===== src/hdl/tvsm_pkg.sv =====
`timescale 1ns / 1ps
// ----------------------------------------------------------------------------
// tvsm_pkg
// Shared types and constants of the two-voice sample mixer.
// ----------------------------------------------------------------------------
package tvsm_pkg;

    localparam int SAMPLE_W   = 16;
    localparam int FRAME_W    = 2 * SAMPLE_W;
    localparam int MIX_W      = 17;
    localparam int POS_W      = 25;
    localparam int FRAC_W     = 8;
    localparam int IDX_W      = POS_W - FRAC_W;
    localparam int RATE_W     = 16;
    localparam int LEN_W      = 17;
    localparam int ADDR_W     = 16;
    localparam int CFG_IDX_W  = 3;
    localparam int CFG_DATA_W = 17;

    localparam logic [RATE_W-1:0] RATE_RESET = 16'd256;

    // Input item kinds
    typedef enum logic [1:0]
    {
        KIND_TICK   = 2'd0,
        KIND_SND_WR = 2'd1,
        KIND_AMB_WR = 2'd2,
        KIND_START  = 2'd3
    } kind_t;

    // Configuration register indexes
    typedef enum logic [CFG_IDX_W-1:0]
    {
        CFG_SOUND_RATE   = 3'd0,
        CFG_AMB_RATE     = 3'd1,
        CFG_SOUND_LENGTH = 3'd2,
        CFG_AMB_LENGTH   = 3'd3,
        CFG_AMB_ENABLE   = 3'd4
    } cfg_idx_t;

    // Per-tick control passed from playhead stage to mix stage
    typedef struct packed
    {
        logic valid;     // a tick was accepted this cycle
        logic amb_hit;   // ambience voice contributes its sample
        logic snd_hit;   // one-shot voice contributes its sample
        logic playing;   // one-shot still active after end check
    } tick_t;

endpackage


===== src/hdl/tvsm_mix.sv =====
`timescale 1ns / 1ps
// ----------------------------------------------------------------------------
// tvsm_mix
// Read-data stage and output register: sums the active voices and holds
// the result until the downstream side takes it.
// ----------------------------------------------------------------------------
module tvsm_mix (
    input  logic                         clk,
    input  logic                         rst_n,
    input  tvsm_pkg::tick_t              tick,
    input  logic [tvsm_pkg::FRAME_W-1:0] snd_rd_data,
    input  logic [tvsm_pkg::FRAME_W-1:0] amb_rd_data,
    output logic                         in_ready,
    output logic                         out_valid,
    input  logic                         out_ready,
    output logic [tvsm_pkg::MIX_W-1:0]   left_out,
    output logic [tvsm_pkg::MIX_W-1:0]   right_out,
    output logic                         sound_playing
);

    localparam int SW = tvsm_pkg::SAMPLE_W;

    tvsm_pkg::tick_t               s1_reg;
    logic                          s1_valid_reg;
    logic                          out_valid_reg;
    logic                          advance;
    logic [tvsm_pkg::MIX_W-1:0]    snd_l;
    logic [tvsm_pkg::MIX_W-1:0]    snd_r;
    logic [tvsm_pkg::MIX_W-1:0]    amb_l;
    logic [tvsm_pkg::MIX_W-1:0]    amb_r;
    logic [tvsm_pkg::MIX_W-1:0]    left_reg;
    logic [tvsm_pkg::MIX_W-1:0]    right_reg;
    logic                          playing_reg;

    // Stage 1 moves on when the output register is free or being emptied
    assign advance  = s1_valid_reg && (!out_valid_reg || out_ready);
    assign in_ready = !s1_valid_reg || advance;

    always_ff @(posedge clk or negedge rst_n)
    begin
        if (!rst_n)
        begin
            s1_valid_reg  <= 1'b0;
            out_valid_reg <= 1'b0;
        end
        else
        begin
            if (tick.valid)
            begin
                s1_valid_reg <= 1'b1;
            end
            else if (advance)
            begin
                s1_valid_reg <= 1'b0;
            end

            if (advance)
            begin
                out_valid_reg <= 1'b1;
            end
            else if (out_ready)
            begin
                out_valid_reg <= 1'b0;
            end
        end
    end

    always_ff @(posedge clk)
    begin
        if (tick.valid)
        begin
            s1_reg <= tick;
        end
    end

    // Sign-extended voice samples, silence for idle voices
    always_comb
    begin
        snd_l = s1_reg.snd_hit ? {snd_rd_data[SW-1], snd_rd_data[SW-1:0]} : '0;
        snd_r = s1_reg.snd_hit ? {snd_rd_data[2*SW-1], snd_rd_data[2*SW-1:SW]} : '0;
        amb_l = s1_reg.amb_hit ? {amb_rd_data[SW-1], amb_rd_data[SW-1:0]} : '0;
        amb_r = s1_reg.amb_hit ? {amb_rd_data[2*SW-1], amb_rd_data[2*SW-1:SW]} : '0;
    end

    // Output register
    always_ff @(posedge clk)
    begin
        if (advance)
        begin
            left_reg    <= snd_l + amb_l;
            right_reg   <= snd_r + amb_r;
            playing_reg <= s1_reg.playing;
        end
    end

    assign out_valid     = out_valid_reg;
    assign left_out      = left_reg;
    assign right_out     = right_reg;
    assign sound_playing = playing_reg;

endmodule


===== config.mk =====
export PLATFORM = sky130hd
export DESIGN_NAME = tvsm_mix
export DESIGN_NICKNAME = d
export VERILOG_FILES = /design/src/hdl/tvsm_pkg.sv /design/src/hdl/tvsm_mix.sv
export SDC_FILE = /design/constraint.sdc
export NUM_CORES = 1
export LEC_CHECK = 0
export BUFFER_PORTS_ARGS = -buffer_cell sky130_fd_sc_hd__buf_2
export CORE_UTILIZATION = 55
export CTS_CLUSTER_SIZE = 40
export DETAILED_ROUTE_END_ITERATION = 10
export HOLD_SLACK_MARGIN = 0.05
export PLACE_DENSITY = 0.87
export SYNTH_ARGS = -nofsm -noshare
export SYNTH_HDL_FRONTEND = slang
export SYNTH_SLANG_ARGS = --single-unit

===== constraint.sdc =====
create_clock -name clk -period 6 [get_ports clk]
set_input_delay 1.2 -clock clk [delete_from_list [all_inputs] [get_ports clk]]
set_output_delay 1.2 -clock clk [all_outputs]
set_load 0.02 [all_outputs]

== Yosys cells after proc, flatten, opt, wreduce, memory -nomap -nowiden ==
Cells that the tools add are included.

* Reduce and logical (&&, ||, !) cells: 7
* $add $sub $neg: 2
* Mux-type cells: 8

{| class="wikitable"
|+ Operators by type and width
! cell !! count
|-
| 2-to-1 mux 17 bit || 4
|-
| adder 17 bit || 2
|-
| 2-to-1 mux 1 bit || 4
|-
| nonzero test 2 bit || 2
|-
| logical NOT 1 bit || 2
|-
| logical OR 1 bit || 2
|-
| logical AND 1 bit || 1
|}

* Bits of input ports: 71
* Output and inout bits: 37
* Register bits after elaboration: 40
* Logic and storage cells: 25

== Longest topological paths before layout ==
* Depth after elaboration: 5
* Gate-level depth with buffers: 10
* Depth with buffers taken out: 9

== Worst setup path before layout ==
OpenSTA, ideal clock, no wires.

* Path type: input to register
* Start point: in snd_rd_data[0] (netlist name)
* End point: reg left_reg, in the netlist left_out[14] (data pin)
* Stages: 9
* Slack: 2.702 ns
* Arrival: 3.039 ns
* Path buffers: 0
* Required time: 5.741 ns
* Path through: and2_1 > ha_1 > fa_1 > a21o_1 > a21oi_2 > o21ai_2 > and2_4 > a221o_1 > xor2_1

* Longest elaborated chain between the ends: 2

{| class="wikitable"
|+ Ends and longest elaborated chain
! what !! RTL line !! RTL
|-
| from (decl) || tvsm_mix.sv:11 || <nowiki>input logic [tvsm_pkg::FRAME_W-1:0] snd_rd_data,</nowiki>
|-
| 2-to-1 mux 17 bit || tvsm_mix.sv:79 || <nowiki>snd_l = s1_reg.snd_hit ? {snd_rd_data[SW-1], snd_rd_data[SW-1:0]} : '0;</nowiki>
|-
| adder 17 bit || tvsm_mix.sv:90 || <nowiki>left_reg <= snd_l + amb_l;</nowiki>
|-
| to (signal assigned) || tvsm_mix.sv:90 ||
|-
| to (decl) || tvsm_mix.sv:31 || <nowiki>logic [tvsm_pkg::MIX_W-1:0] left_reg;</nowiki>
|}

No other way between the ends.
A chain may end at the register's enable or synchronous reset.

== Worst setup path in the final report ==
Same ends and word-level chain as after synthesis.

==> impl_metrics.csv <==
group,metric,value,unit
sta,finalWorstSetupSlack,2.78,ns
yosys,netlist_area,3040,µm²
sta,final_max_slew_viol_count,0,
clocking,h-tree-depth,2,
yosys,syn_avg_cell_area,10.2,µm²
yosys,yosysSeqAreaShare,39.2,%
routing,wirelength,6600,µm
routing,drc,0,
routing,drt-pass1-iter-count,4,
run_status,status,"completed",
clocking,root_buffer,"clkbuf_8",
pwr,leakagePower,1.78,nW
layout,fin_cells,477,
routing,drt_iter0_markers,117,
die,ios,108,
pwr,p_switching,0.252,mW
die,fp.dieH,76.3,µm
routing,ant_nets,0,
layout,final_nets,512,
yosys,yosys_register_bits,40,
die,initial_core_util,58.4,%
layout,final_util,71.4,%
clocking,ctsResizeCount,0,
clocking,tritoncts,"done",
clocking,cts_hold_buf,0,
die,rows,26,
sta,post-route-period-util,53.7,%
grt,grt_start_max_net_pins,36,
grt,grt_pass1_wl,11200,µm
routing,num_vias,2583,
critical_path,endpoint_kind,"flip-flop",
routing,viasPerCell,5.42,
die,die_w,76.3,µm
clocking,cts_sinks,40,
pwr,internal_power,0.543,mW
pwr,pwr-share-clk,21.4,%
critical_path,cp_max_fo,3,
placed_design,place_ws,2.47,ns
layout,mostFrequentLayoutCell,"buf_2",
sta,fmax,310,MHz
layout,antennaDiodeCount,0,
sta,worst_pin_slew,0.852,ns
grt,track_usage,23.9,%
layout,final_area,3720,µm²
critical_path,cp-start-kind,"input port",
sta,setup_violations,0,
critical_path,cp.arrival,3.26,ns
critical_path,required,6.04,ns
layout,drive_above_1_share,30.0,%
placed_design,dp.cells,470,
clocking,path_clk_slew,0.07,ns
pwr,p_comb_share,32.2,%
yosys,async_flop_share,5.00,%
yosys,yosysWarnings,0,
placed_design,place_area,3640,µm²
pwr,swShare,31.7,%
grt,grt_pass1_vias,2551,
placed_design,hpwl,5160,µm
pwr,p_per_area,214,nW/µm²
min_path,hp-class,"flip-flop to flip-flop",
clocking,numCtsBuffers,5,
grt,gr-total-overflow,0,
grt,antenna_found_initial,0,
sta,grt_setup_unrepaired,"no",
sta,hold_ws,0.425,ns
yosys,synthFlopType,"edfxtp_1",
yosys,ys_types,46,
pwr,peakVddDrop,154,µV
layout,layout_common_cells,"buf_2, and2_1, edfxtp_1",
clocking,post_cts_buffers,0,
yosys,synth_nets,404,
die,die-area,5830,µm²
yosys,syn_inst,299,
sta,finalHoldViolCount,0,
clocking,cts_buffer_depth,2,
placed_design,place_congestion,0.845,
sta,final.setup.tns,0,ns
critical_path,critPathKind,"input port to flip-flop",
job,cap_violations,0,
yosys,synth_edf_count,38,
sta,relSlewSlack,43.2,%
clocking,clock_latency,0.29,ns
placed_design,port_buffers,107,
routing,wl_per_cell,13.8,µm
layout,syn_to_final_growth,22.3,%
die,core_area,5200,µm²
pwr,p_seq_share,46.4,%
pwr,finalPower,0.795,mW
sta,fin_skew,0.00627,ns
sta,fin_crit,3.22,ns
cells in the mapped netlist, drive strengths merged, types with 2 or more instances:
cell type | instances | share of area [%]
and3 | 3 | 0.66
a21oi | 31 | 5.2
nor3 | 2 | 0.33
nor2 | 8 | 0.99
o21a | 2 | 0.49
xor2 | 9 | 2.6
a221o | 2 | 0.70
nand3 | 3 | 0.49
o22ai | 2 | 0.41
xnor2 | 15 | 4.3
dfrtp | 2 | 1.6
o21ai | 11 | 1.9
o211ai | 3 | 0.74
a211oi | 2 | 0.49
ha | 32 | 13
nand2b | 3 | 0.62
nand2 | 13 | 1.6
fa | 2 | 1.3
clkbuf | 6 | 0.74
inv | 10 | 1.2
nand4 | 3 | 0.62
edfxtp | 38 | 38
and2 | 66 | 14
o21bai | 3 | 0.74
a21o | 13 | 3.3
per-layer routing:
metal / up-vias / wire (µm) / track usage [%]
met1: 1172 / 2800 / 29.1
met3: 17 / 349 / 3.59
met4: 0 / 172 / 9.81
li1: 1298 / - / -
met2: 96 / 3280 / 42.2
met5: - / 0 / 0
cell families after synthesis:
family | after synthesis | share of synthesized area (%)
AOI/OAI and AO/OA | 76 | 16.2
buffers and inverters | 16 | 1.98
adders and majority gates | 34 | 14.5
xor gates and xnor gates | 24 | 6.92
DFF | 40 | 39.2
muxes | 1 | 0.329
and+or+nand+nor | 108 | 20.9
final cells by class:
type                            instances  area (µm²)
Clock buffer                            7        76.3
Fill cell                             435        1490
Inverter                               10        37.5
Multi-Input combinational cell        243        1790
Sequential cell                        40        1190
Tap cell                               70        87.6
Timing Repair Buffer                  107         536
power groups by stage:
| stage | Combinational (mW) | Sequential [mW] | Clock (mW) |
|---|---|---|---|
| after floorplan | 0.143 | 0.408 | 0 |
| after global placement | 0.249 | 0.374 | 0 |
| after detailed placement | 0.256 | 0.375 | 0 |
| after CTS | 0.258 | 0.369 | 0.173 |
| after global routing | 0.284 | 0.373 | 0.181 |
| final | 0.256 | 0.369 | 0.170 |
worst max-delay path, stage by stage:
cell	delay [ns]
buf_2	0.09
and2_1	0.14
ha_1	0.23
fa_1	0.41
a21o_1	0.20
a21oi_2	0.21
o21ai_2	0.12
and2_4	0.15
a221o_1	0.34
xor2_1	0.15
path summary, 6_finish.rpt:
path                                startpoint             to  slack (ns)  depth (start not counted)
worst min-delay path                 s1_reg[0]  sound_playing        0.42                          0
worst max-delay path            snd_rd_data[0]   left_out[14]        2.78                         10
worst min register to register       s1_reg[0]  sound_playing        0.42                          0
min in group asynchronous                rst_n      out_valid        0.69                          1
worst max register to register       s1_reg[1]   left_out[14]        2.89                          9
max in group asynchronous                rst_n   s1_valid_reg        5.21                          1
(Power assumes the default switching activity.)
