## src/hdl/tvsm_pkg.sv

```systemverilog
`timescale 1ns / 1ps
// ----------------------------------------------------------------------------
// tvsm_pkg
// Shared types and constants of the two-voice sample mixer.
// ----------------------------------------------------------------------------
package tvsm_pkg;

    localparam int SAMPLE_W   = 16;
    localparam int FRAME_W    = 2 * SAMPLE_W;
    localparam int MIX_W      = 17;
    localparam int POS_W      = 25;
    localparam int FRAC_W     = 8;
    localparam int IDX_W      = POS_W - FRAC_W;
    localparam int RATE_W     = 16;
    localparam int LEN_W      = 17;
    localparam int ADDR_W     = 16;
    localparam int CFG_IDX_W  = 3;
    localparam int CFG_DATA_W = 17;

    localparam logic [RATE_W-1:0] RATE_RESET = 16'd256;

    // Input item kinds
    typedef enum logic [1:0]
    {
        KIND_TICK   = 2'd0,
        KIND_SND_WR = 2'd1,
        KIND_AMB_WR = 2'd2,
        KIND_START  = 2'd3
    } kind_t;

    // Configuration register indexes
    typedef enum logic [CFG_IDX_W-1:0]
    {
        CFG_SOUND_RATE   = 3'd0,
        CFG_AMB_RATE     = 3'd1,
        CFG_SOUND_LENGTH = 3'd2,
        CFG_AMB_LENGTH   = 3'd3,
        CFG_AMB_ENABLE   = 3'd4
    } cfg_idx_t;

    // Per-tick control passed from playhead stage to mix stage
    typedef struct packed
    {
        logic valid;     // a tick was accepted this cycle
        logic amb_hit;   // ambience voice contributes its sample
        logic snd_hit;   // one-shot voice contributes its sample
        logic playing;   // one-shot still active after end check
    } tick_t;

endpackage

```

## src/hdl/tvsm_playhead.sv

```systemverilog
`timescale 1ns / 1ps
// ----------------------------------------------------------------------------
// tvsm_playhead
// Configuration registers, both playheads and the one-shot arm flag.
// Does the end checks on a tick and issues the store reads.
// ----------------------------------------------------------------------------
module tvsm_playhead #(
    parameter int SOUND_FRAMES    = 65536,
    parameter int AMBIENCE_FRAMES = 65536
) (
    input  logic                               clk,
    input  logic                               rst_n,
    input  logic                               cfg_we,
    input  logic [tvsm_pkg::CFG_IDX_W-1:0]     cfg_index,
    input  logic [tvsm_pkg::CFG_DATA_W-1:0]    cfg_data,
    input  logic                               accept,
    input  tvsm_pkg::kind_t                    kind,
    output logic                               snd_rd_en,
    output logic [$clog2(SOUND_FRAMES)-1:0]    snd_rd_addr,
    output logic                               amb_rd_en,
    output logic [$clog2(AMBIENCE_FRAMES)-1:0] amb_rd_addr,
    output tvsm_pkg::tick_t                    tick
);

    localparam int SAW = $clog2(SOUND_FRAMES);
    localparam int AAW = $clog2(AMBIENCE_FRAMES);
    localparam int SXW = (SAW > tvsm_pkg::IDX_W) ? SAW : tvsm_pkg::IDX_W;
    localparam int AXW = (AAW > tvsm_pkg::IDX_W) ? AAW : tvsm_pkg::IDX_W;

    logic [tvsm_pkg::RATE_W-1:0] snd_rate_reg;
    logic [tvsm_pkg::RATE_W-1:0] amb_rate_reg;
    logic [tvsm_pkg::LEN_W-1:0]  snd_len_reg;
    logic [tvsm_pkg::LEN_W-1:0]  amb_len_reg;
    logic                        amb_en_reg;

    logic [tvsm_pkg::POS_W-1:0]  snd_pos_reg;
    logic [tvsm_pkg::POS_W-1:0]  snd_pos_next;
    logic [tvsm_pkg::POS_W-1:0]  amb_pos_reg;
    logic [tvsm_pkg::POS_W-1:0]  amb_pos_next;
    logic                        snd_active_reg;
    logic                        snd_active_next;

    logic                        is_tick;
    logic                        is_start;
    logic [tvsm_pkg::POS_W-1:0]  amb_base;
    logic [tvsm_pkg::IDX_W-1:0]  amb_idx;
    logic [tvsm_pkg::IDX_W-1:0]  snd_idx;
    logic                        amb_run;
    logic                        snd_run;
    logic [SXW-1:0]              snd_idx_ext;
    logic [AXW-1:0]              amb_idx_ext;

    // Configuration writes; unknown indexes are dropped
    always_ff @(posedge clk or negedge rst_n)
    begin
        if (!rst_n)
        begin
            snd_rate_reg <= tvsm_pkg::RATE_RESET;
            amb_rate_reg <= tvsm_pkg::RATE_RESET;
            snd_len_reg  <= '0;
            amb_len_reg  <= '0;
            amb_en_reg   <= 1'b0;
        end
        else if (cfg_we)
        begin
            unique case (cfg_index)
                tvsm_pkg::CFG_SOUND_RATE:
                    snd_rate_reg <= cfg_data[tvsm_pkg::RATE_W-1:0];
                tvsm_pkg::CFG_AMB_RATE:
                    amb_rate_reg <= cfg_data[tvsm_pkg::RATE_W-1:0];
                tvsm_pkg::CFG_SOUND_LENGTH:
                    snd_len_reg  <= cfg_data[tvsm_pkg::LEN_W-1:0];
                tvsm_pkg::CFG_AMB_LENGTH:
                    amb_len_reg  <= cfg_data[tvsm_pkg::LEN_W-1:0];
                tvsm_pkg::CFG_AMB_ENABLE:
                    amb_en_reg   <= cfg_data[0];
                default:
                    ;
            endcase
        end
    end

    assign is_tick  = accept && (kind == tvsm_pkg::KIND_TICK);
    assign is_start = accept && (kind == tvsm_pkg::KIND_START);

    // Ambience: wrap at length, then play and advance if inside the loop
    always_comb
    begin
        amb_base     = (amb_pos_reg[tvsm_pkg::POS_W-1:tvsm_pkg::FRAC_W] >= amb_len_reg)
                       ? '0 : amb_pos_reg;
        amb_idx      = amb_base[tvsm_pkg::POS_W-1:tvsm_pkg::FRAC_W];
        amb_run      = amb_en_reg && (amb_idx < amb_len_reg);
        amb_pos_next = amb_pos_reg;
        if (is_tick && amb_en_reg)
        begin
            amb_pos_next = amb_run
                ? amb_base + tvsm_pkg::POS_W'(amb_rate_reg)
                : amb_base;
        end
    end

    // One-shot: stop at length, otherwise play and advance
    always_comb
    begin
        snd_idx         = snd_pos_reg[tvsm_pkg::POS_W-1:tvsm_pkg::FRAC_W];
        snd_run         = snd_active_reg && (snd_idx < snd_len_reg);
        snd_pos_next    = snd_pos_reg;
        snd_active_next = snd_active_reg;
        if (is_start)
        begin
            snd_pos_next    = '0;
            snd_active_next = 1'b1;
        end
        else if (is_tick)
        begin
            snd_active_next = snd_run;
            if (snd_run)
            begin
                snd_pos_next = snd_pos_reg + tvsm_pkg::POS_W'(snd_rate_reg);
            end
        end
    end

    always_ff @(posedge clk or negedge rst_n)
    begin
        if (!rst_n)
        begin
            snd_pos_reg    <= '0;
            amb_pos_reg    <= '0;
            snd_active_reg <= 1'b0;
        end
        else
        begin
            snd_pos_reg    <= snd_pos_next;
            amb_pos_reg    <= amb_pos_next;
            snd_active_reg <= snd_active_next;
        end
    end

    // Store reads; a frame beyond the store depth plays silence
    assign snd_idx_ext = SXW'(snd_idx);
    assign amb_idx_ext = AXW'(amb_idx);
    assign snd_rd_addr = snd_idx_ext[SAW-1:0];
    assign amb_rd_addr = amb_idx_ext[AAW-1:0];
    assign snd_rd_en   = is_tick && snd_run && (32'(snd_idx) < 32'(SOUND_FRAMES));
    assign amb_rd_en   = is_tick && amb_run && (32'(amb_idx) < 32'(AMBIENCE_FRAMES));

    assign tick.valid   = is_tick;
    assign tick.amb_hit = amb_rd_en;
    assign tick.snd_hit = snd_rd_en;
    assign tick.playing = snd_run;

    // A start rewinds and arms the one-shot
    a_start_arms: assert property (@(posedge clk) disable iff (!rst_n)
        is_start |=> (snd_active_reg && (snd_pos_reg == '0)))
        else $error("start did not rewind and arm the one-shot");

    // Disabled ambience holds its playhead
    a_amb_hold: assert property (@(posedge clk) disable iff (!rst_n)
        (is_tick && !amb_en_reg) |=> $stable(amb_pos_reg))
        else $error("disabled ambience playhead moved");

    // Playheads only move on accepted ticks or starts
    a_pos_quiet: assert property (@(posedge clk) disable iff (!rst_n)
        (!is_tick && !is_start) |=> ($stable(snd_pos_reg) && $stable(amb_pos_reg)
                                     && $stable(snd_active_reg)))
        else $error("playhead state changed without a tick or start");

endmodule

```

## config.mk

```make
export PLATFORM = sky130hd
export DESIGN_NAME = tvsm_playhead
export DESIGN_NICKNAME = d
export VERILOG_FILES = /design/src/hdl/tvsm_pkg.sv /design/src/hdl/tvsm_playhead.sv
export SDC_FILE = /design/constraint.sdc
export NUM_CORES = 1
export LEC_CHECK = 0
export ABC_AREA = 1
export BUFFER_PORTS_ARGS = -buffer_cell sky130_fd_sc_hd__buf_2
export CORE_MARGIN = 8
export CORE_UTILIZATION = 45
export DETAILED_ROUTE_END_ITERATION = 7
export MAX_ROUTING_LAYER = met4
export SKIP_CTS_REPAIR_TIMING = 1
export SLEW_MARGIN = 25
export SYNTH_ARGS = -nofsm -noshare
export SYNTH_HDL_FRONTEND = slang
export SYNTH_SLANG_ARGS = --single-unit
```

## constraint.sdc

```tcl
create_clock -name clk -period 7.7 [get_ports clk]
set_input_delay 0.77 -clock clk [delete_from_list [all_inputs] [get_ports clk]]
set_output_delay 0.77 -clock clk [all_outputs]
set_load 0.05 [all_outputs]
```

### After elaboration in Yosys (flattened, before gate mapping)

Cells that the tools add are included.
W data, S select, Z words.

* register bits: 118
* word-level logic and storage cells: 46
* output and inout port bits: 38
* input bits: 26

* eq/ne operators: 5
* add/subtract/negate cells: 2
* magnitude comparators: 5
* reduce and logical (&&, ||, !) cells: 19
* mux-type cells: 7

Operators by type and width (count)
* $mux W25: 5
* $add A25 B16 Y25: 2
* $lt A17 B17 Y1: 2
* $lt A17 B17 Y1 const B: 2
* $ge A17 B17 Y1: 1
* $reduce_and A2 Y1: 6
* $logic_and A1 B1 Y1: 9
* $eq A3 B2 Y1 const B: 2
* $reduce_bool A2 Y1: 2
* $eq A3 B1 Y1 const B: 1
* $eq A3 B3 Y1 const B: 1
* $logic_not A3 Y1: 1
* $eq A2 B2 Y1 const B: 1
* $logic_not A2 Y1: 1
* $mux W1: 2

### Longest topological paths before layout

Gate-level depths: netlist of the first run.

* depth in word-level cells: 6
* mapped depth: 26
* mapped depth without buffers: 25

### Worst setup path before layout of the first run

OpenSTA, ideal clock, no wires.

* path kind: reg2out
* start: register amb_len_reg[16] (netlist bit)
* end: output port tick[2] (netlist bit)
* path buffers: 2
* required time: 6.930 ns
* data arrival time: 4.453 ns
* cell stages (with the launch flop): 19
* slack: 2.477 ns
* cell sequence: dfrtp_1 > inv_1 > ha_1 > a21o_1 > nor2_1 > nand3_1 > nor2_2 > nand2_4 > buf_2 > nor2_1 > ha_1 > nand2_1 > nor2_1 > a211oi_1 > a21oi_1 > nor2_1 > nand3_1 > nor2_1 > buf_4

* cells in the longest elaborated chain, start to end: 6
* elaborated cells between the ends (all ways): 7
* classes of those cells: order compare: 3; mux: 1; reduce/logical: 3

RTL lines
* start, declared: line tvsm_playhead.sv:33 `logic [tvsm_pkg::LEN_W-1:0] amb_len_reg;`
* start signal, assigned: line tvsm_playhead.sv:74 `amb_len_reg <= cfg_data[tvsm_pkg::LEN_W-1:0];`
* $ge A17 B17 Y1 (*): line tvsm_playhead.sv:89 `amb_base = (amb_pos_reg[tvsm_pkg::POS_W-1:tvsm_pkg::FRAC_W] >= amb_len_reg)`
* $mux W25 (*): line tvsm_playhead.sv:90 `? '0 : amb_pos_reg;`
* via amb_rd_addr[7]: line tvsm_playhead.sv:21 `output logic [$clog2(AMBIENCE_FRAMES)-1:0] amb_rd_addr,`
* $lt A17 B17 Y1: line tvsm_playhead.sv:92 `amb_run = amb_en_reg && (amb_idx < amb_len_reg);`
* $logic_and A1 B1 Y1: line tvsm_playhead.sv:92
* $logic_and A1 B1 Y1: line tvsm_playhead.sv:146 `assign amb_rd_en = is_tick && amb_run && (32'(amb_idx) < 32'(AMBIENCE_FRAMES));`
* $logic_and A1 B1 Y1 (*): line tvsm_playhead.sv:146
* end, declared: line tvsm_playhead.sv:22 `output tvsm_pkg::tick_t tick`

The timed path passes the listed nets; every way through them passes the cells marked *.

==> results of run 1 <==
[area by class of cell]
cell class / instances / area [um2] / area share, %
Clock inverter: 12 / 155.1 / 1.699
Inverter: 139 / 521.8 / 5.713
Timing Repair Buffer: 67 / 355.3 / 3.891
Clock buffer: 20 / 436.7 / 4.781
Multi-Input combinational cell: 774 / 4422 / 48.42
Sequential cell: 118 / 2955 / 32.36
Tap cell: 229 / 286.5 / 3.137
[power by group through the flow]
stage               registers [uW]  logic, uW  clock network [uW]
global route                   900       1680                 840
CTS                            884       1490                 815
floorplan                      851       1200                   0
detailed placement             893       1470                   0
finish                         881       1480                 804
global placement               892       1460                   0
[worst max-delay path by stage]
stage	start	end	slack, ns	cells after the start
floorplan	amb_len_reg[16]$_DFFE_PN0P_	tick[2]	2.48	18
global placement	amb_pos_reg[23]$_DFFE_PN0P_	tick[2]	3.37	21
detailed placement	amb_pos_reg[23]$_DFFE_PN0P_	tick[2]	3.28	21
CTS	amb_pos_reg[23]$_DFFE_PN0P_	tick[2]	2.79	21
global route	amb_pos_reg[23]$_DFFE_PN0P_	amb_rd_en	2.39	21
finish	amb_pos_reg[23]$_DFFE_PN0P_	tick[2]	2.76	21
[per-stage QoR]
| stage | hold WS (ns) | instances | util [%] |
|---|---|---|---|
| after CTS | 0.4276 | 1357 | 51.03 |
| after floorplan | 0.4459 | 1073 | - |
| final | 0.3895 | 1359 | 51.19 |
| after global routing | 0.4489 | 1359 | 51.19 |
| after global placement | 0.4662 | 1325 | 47.72 |
| after detailed placement | 0.4683 | 1325 | 47.72 |
[metal layers]
layer | global-route usage (%) | part of all wire, % | vias up
met5 | - | 0 | -
met1 | 27.55 | 50 | 3213
li1 | - | - | 3606
met4 | 5.247 | 0.80 | 0
met2 | 30.85 | 45 | 130
met3 | 3.366 | 4.0 | 11
[cell families (layout without fill, tap and decap cells)]
group,count (synthesis),in the layout,synth area share [%]
and+or+nand+nor,441,441,23.48
AOI/OAI and AO/OA,218,218,14.36
buffers and inverters,181,238,9.521
DFF,118,118,36.27
adders and majority gates,83,83,12.93
xor gates and xnor gates,32,32,3.440
[layout by cell type (no fill, tap or decap), drive strengths merged]
cell / n
o2111ai: 1
clkinv: 4
o21bai: 4
o31ai: 2
o21ai: 134
a31oi: 2
o22ai: 7
a211oi: 1
xnor2: 17
ha: 81
nand4: 16
buf: 67
clkinvlp: 5
nand3b: 4
a21oi: 55
xor2: 15
inv: 139
dfrtp: 116
or2: 3
nor4: 4
nand2: 254
o311ai: 1
o21a: 2
nor3: 10
a21boi: 2
dfstp: 2
bufinv: 3
a21o: 6
o211ai: 1
nor2: 96
clkbuf: 20
fa: 2
or3b: 1
nand3: 53
[worst register-to-register path, delay by kind of cell (launching register included)]
family          cells  cell delay, ns
buf+inv             3            0.42
fa+ha+maj           2            0.62
flops               1            0.44
simple gates       14            1.84
compound gates      4            0.49
==> summary.md, run 1 <==
| Metric | Value |
|---|---|
| Post-route cell area | `0.009133 mm2` |
| Inserted Clock Buffers | `17` |
| R2R Setup Slk | `3.75 ns` |
| PwrDens | `346.6 mW/mm2` |
| Yosys cell types | `44` |
| Setup CP Type | `flop to primary output` |
| Post-DRT Antenna Nets | `0` |
| Reg2Reg Launch Point | `amb_pos_reg[23]$_DFFE_PN0P_` |
| Synth async-reset ratio | `100.0%` |
| Worst vdd ir | `0.1663 mV` |
| Share of cells above drive strength 1 | `11.68%` |
| Max Clock Freq | `0.2024 GHz` |
| Max-slew violation count | `0` |
| Fin worst setup slack | `2.759 ns` |
| Pleak | `0.004683 uW` |
| Sw Ratio | `44.18%` |
| CP peak stage delay | `0.44 ns` |
| Register area share after synthesis | `36.27%` |
| Combinational Power Share | `46.8%` |
| CTS clk-pin slew, worst paths | `0.06 ns` |
| Most frequent cell after synthesis | `nand2_1` |
| DP HPWL | `15.92 mm` |
| Syn Nets | `1182` |
| All-Layer GR Usage | `20.28%` |
| Slew @ Worst Pin | `0.9696 ns` |
| Total power | `3165 uW` |
| Mapped Area | `0.008148 mm2` |
| Tcrit/Tclk final | `64.17%` |
| Unrepaired setup endpoints after global routing | `false` |
| Initial DRC Count | `491` |
| Routed len/inst | `15.63 um` |
| Crit path max-delay cell type | `dfrtp_1` |
| TNS Setup | `0 ns` |
| CTS HTree Levels | `4` |
| Pre-CTS WS | `3.281 ns` |
| IO Count | `64` |
| DRT Pass-1 Iters | `5` |
| TritonCTS clock tree | `done` |
| Psw | `1399 uW` |
| CP Launch Type | `flop` |
| Drt total wl | `21.25 mm` |
| Worst path cell trace | `ha_1, nand2_2, nor2_4, nand2_1, nor2_2, nand2_1, nand2_1, nor2_2, nand2_4, inv_1, nand2_1, inv_1, ha_1, a21oi_1, nor2_1, a211oi_1, a21oi_1, nor2_1, nand3_1, nor2_1, buf_2` |
| Mean Syn Cell Area | `7.593 um2` |
| Clk root buf | `clkbuf_16` |
| Critical path's top delay family | `simple AND/OR/NAND/NOR gates` |
| Post-synth EDFFs | `0` |
| Crit end category | `primary output` |
| CTS Sinks | `118` |
| Status | `finished, final reports clean` |
| WP data required | `6.93 ns` |
| Gpl congestion | `0.8833` |
| Largest area contributor in the netlist | `dfrtp_1` |
| First-pass GRT wire length | `35.04 mm` |
| DR DRC count | `0` |
| GRT Residual Overflow | `0` |
| Max_cap viols | `0` |
| Fillers | `1785` |
| Area grow syn2layout | `12.09%` |
| Final setup violation count | `0` |
| Number of global-route vias before repair | `6785` |
| Synth warnings | `0` |
| Nets | `1226` |
| Port Buf Inserts | `63` |
| Clock share of power | `25.4%` |
| Slew margin rel. | `35.21%` |
| Largest net degree at the start of global routing | `68` |
| Cell Area, Placed | `0.008513 mm2` |
| Die Y | `150.6 um` |
| Fin crit period | `4.941 ns` |
| Worst-path fanout max | `28` |
| Diode count | `0` |
| Internal | `1767 uW` |
| Top cell type's share of synthesized area | `35.63%` |
| Core ar. | `0.01784 mm2` |
| Via density | `5.121` |
| Synthesized netlist cell count | `1073` |
| Reg2Reg Capture Point | `amb_pos_reg[13]$_DFFE_PN0P_` |
| Top cells by area, synth | `dfrtp_1, ha_1, nand2_1` |
| Final Hold Viols | `0` |
| Clock latency on the worst-skew pair | `0.42 ns` |
| Most used DFF post-synth | `dfrtp_1` |
| Critical Path Most Common Cell | `nand2_1` |
| Die width | `150.6 um` |
| Crit path DAT | `4.17 ns` |
| Number of synthesized register bits | `118` |
| Vias | `6960` |
| R2R depth | `23` |
| Initial core utilization | `45.67%` |
| Buffers from clock root to sink, at most | `2` |
| WP buf/inv | `3` |
| Skew final | `0.009999 ns` |
| Die footprint | `0.02267 mm2` |
| Post-synth top cells | `nand2_1, inv_1, dfrtp_1` |
| Row cnt | `49` |
| Register share of total power | `27.8%` |
| Initial antenna violation count | `0` |
| Hold crit path type | `primary input to async pin` |
No activity file was read; power rests on OpenSTA's default activity.
==> run 2: changes to the inputs <==
==> constraint.sdc (replaced) <==
create_clock -name clk -period 4.9 [get_ports clk]
set_input_delay 0.49 -clock clk [delete_from_list [all_inputs] [get_ports clk]]
set_output_delay 0.49 -clock clk [all_outputs]
set_load 0.05 [all_outputs]
==> run 2 against run 1 <==
Compared with the run above:
- register-to-register slack worse by 2.7 ns
- hold slack worse by 0.30 ns
- die area stayed put
- critical path depth stayed put
- clock skew is 0.0017 ns lower
- via count is 0.56% higher
- first-iteration DRC count is 9.6% lower
- non-clock buffer count is 2 higher
- wire length is 0.94% higher
- largest cell class unchanged
- clock-buffer cell count is 2 higher
- global-route usage hardly changed
- largest power group unchanged
- sequential share of layout area is 0.088 points lower
==> summary.md, run 2 (synthesized netlist as in run 1, its figures left out) <==
| Metric | Value |
|---|---|
| CTS HTree Levels | `4` |
| R2R depth | `23` |
| R2R Setup Slk | `1.01 ns` |
| DP HPWL | `16.14 mm` |
| TritonCTS clock tree | `done` |
| Row cnt | `49` |
| Max_cap viols | `0` |
| CP peak stage delay | `0.42 ns` |
| Die width | `150.6 um` |
| Clock latency on the worst-skew pair | `0.42 ns` |
| Max Clock Freq | `0.2194 GHz` |
| Area grow syn2layout | `12.39%` |
| Crit end category | `primary output` |
| Pleak | `0.004703 uW` |
| CP Launch Type | `flop` |
| GRT Residual Overflow | `0` |
| Post-DRT Antenna Nets | `0` |
| Die footprint | `0.02267 mm2` |
| CP endpoint | `amb_rd_en` |
| Tcrit/Tclk final | `93.01%` |
| Slew @ Worst Pin | `0.9197 ns` |
| Reg2Reg Launch Point | `amb_pos_reg[23]$_DFFE_PN0P_` |
| Initial DRC Count | `444` |
| Fin crit period | `4.558 ns` |
| Share of cells above drive strength 1 | `12.11%` |
| Slew margin rel. | `38.54%` |
| Crit path max-delay cell type | `dfrtp_1` |
| Initial antenna violation count | `0` |
| Inserted Clock Buffers | `17` |
| Vias | `6999` |
| Skew final | `0.008295 ns` |
| All-Layer GR Usage | `20.33%` |
| Die Y | `150.6 um` |
| IO Count | `64` |
| Routed len/inst | `15.77 um` |
| Reg2Reg Capture Point | `amb_pos_reg[13]$_DFFE_PN0P_` |
| Worst vdd ir | `0.3041 mV` |
| Worst path cell trace | `ha_1, nand2_2, nor2_4, nand2_1, nor2_2, nand2_1, nand2_1, nor2_2, nand2_4, inv_1, nand2_1, inv_1, ha_1, a21oi_1, nor2_1, a211oi_1, a21oi_1, nor2_1, nand3_1, nor2_2, buf_2` |
| Final core occ | `51.33%` |
| First-pass GRT wire length | `35.07 mm` |
| Buffers from clock root to sink, at most | `2` |
| Initial core utilization | `45.67%` |
| CTS Sinks | `118` |
| Crit path from | `amb_pos_reg[23]$_DFFE_PN0P_` |
| Max-slew violation count | `0` |
| Worst-path fanout max | `28` |
| Diode count | `0` |
| Largest net degree at the start of global routing | `50` |
| WP data required | `4.41 ns` |
| Status | `finished, final reports clean` |
| CTS clk-pin slew, worst paths | `0.06 ns` |
| Unrepaired setup endpoints after global routing | `false` |
| Commonest cells after routing, fill and taps aside | `nand2_1, inv_1, dfrtp_1, o21ai_0` |
| DR DRC count | `0` |
| Placed Cells | `1327` |
| Fin cells | `1360` |
| Fillers | `1783` |
| Crit path DAT | `4.07 ns` |
| Critical Path Most Common Cell | `nand2_1` |
| Final setup violation count | `0` |
| PwrDens | `547.0 mW/mm2` |
| Setup CP Type | `flop to primary output` |
| DRT Pass-1 Iters | `5` |
| Port Buf Inserts | `63` |
| Most common cell after layout, fill and taps aside | `nand2_1` |
| Hold Worst Slack | `0.09122 ns` |
| Via density | `5.146` |
| Nets | `1228` |
| Hold crit path type | `primary input to async pin` |
| Drt total wl | `21.45 mm` |
| Final Hold Viols | `0` |
| Core ar. | `0.01784 mm2` |
| Gpl congestion | `0.9117` |
| Clk root buf | `clkbuf_16` |
| Number of global-route vias before repair | `6755` |
| TNS Setup | `0 ns` |
run 2: power by group:
group          internal (uW)  total, uW  leakage [uW]  switching (uW)
clock network            820       1280      0.000282             463
registers               1210       1390       0.00151             179
logic                    770       2340       0.00291            1570
run 2: critical path: cells and delay by family, from the launching register on:
family                     cells  cell delay (ns)
adders and majority gates      2             0.62
buffers and inverters          3             0.43
DFF                            1             0.42
AOI/OAI and AO/OA              3             0.45
and+or+nand+nor               13             1.73
run 2: layout make-up:
type / count / area (um2) / area share [%]
Clock buffer: 22 / 464.2 / 5.069
Clock inverter: 9 / 127.6 / 1.394
Inverter: 139 / 521.8 / 5.697
Multi-Input combinational cell: 774 / 4432 / 48.39
Sequential cell: 118 / 2955 / 32.27
Tap cell: 229 / 286.5 / 3.129
Timing Repair Buffer: 69 / 370.4 / 4.044
run 2: stage by stage:
step           area [um2]  power, uW  worst slack (ns)
2_1_floorplan        8158       3226            0.2524
3_3_place_gp         8538       3709            0.8422
3_5_place_dp         8538       3733            0.7836
4_1_cts              9130       5030            0.3232
5_1_grt              9158       5423           0.01072
6_report             9158       5009            0.3425
run 2: worst min path at each step:
stage	endpoint	from	slack (ns)
final	snd_pos_reg[2]$_DFFE_PN0P_	rst_n	0.09
after CTS	snd_pos_reg[3]$_DFFE_PN0P_	rst_n	0.13
after global routing	snd_pos_reg[2]$_DFFE_PN0P_	rst_n	0.15
after floorplan	amb_en_reg$_DFFE_PN0P_	rst_n	0.19
after detailed placement	snd_len_reg[5]$_DFFE_PN0P_	snd_len_reg[5]$_DFFE_PN0P_	0.47
after global placement	snd_pos_reg[0]$_DFFE_PN0P_	snd_pos_reg[0]$_DFFE_PN0P_	0.46
run 2: metal layers:
layer  wire length (um)  up-vias  GRT usage, %
met5                  0        -             -
met4                301        0         5.447
met3                837       26         3.757
met2               9529      124         30.49
met1              10780     3236         27.66
li1                   -     3613             -
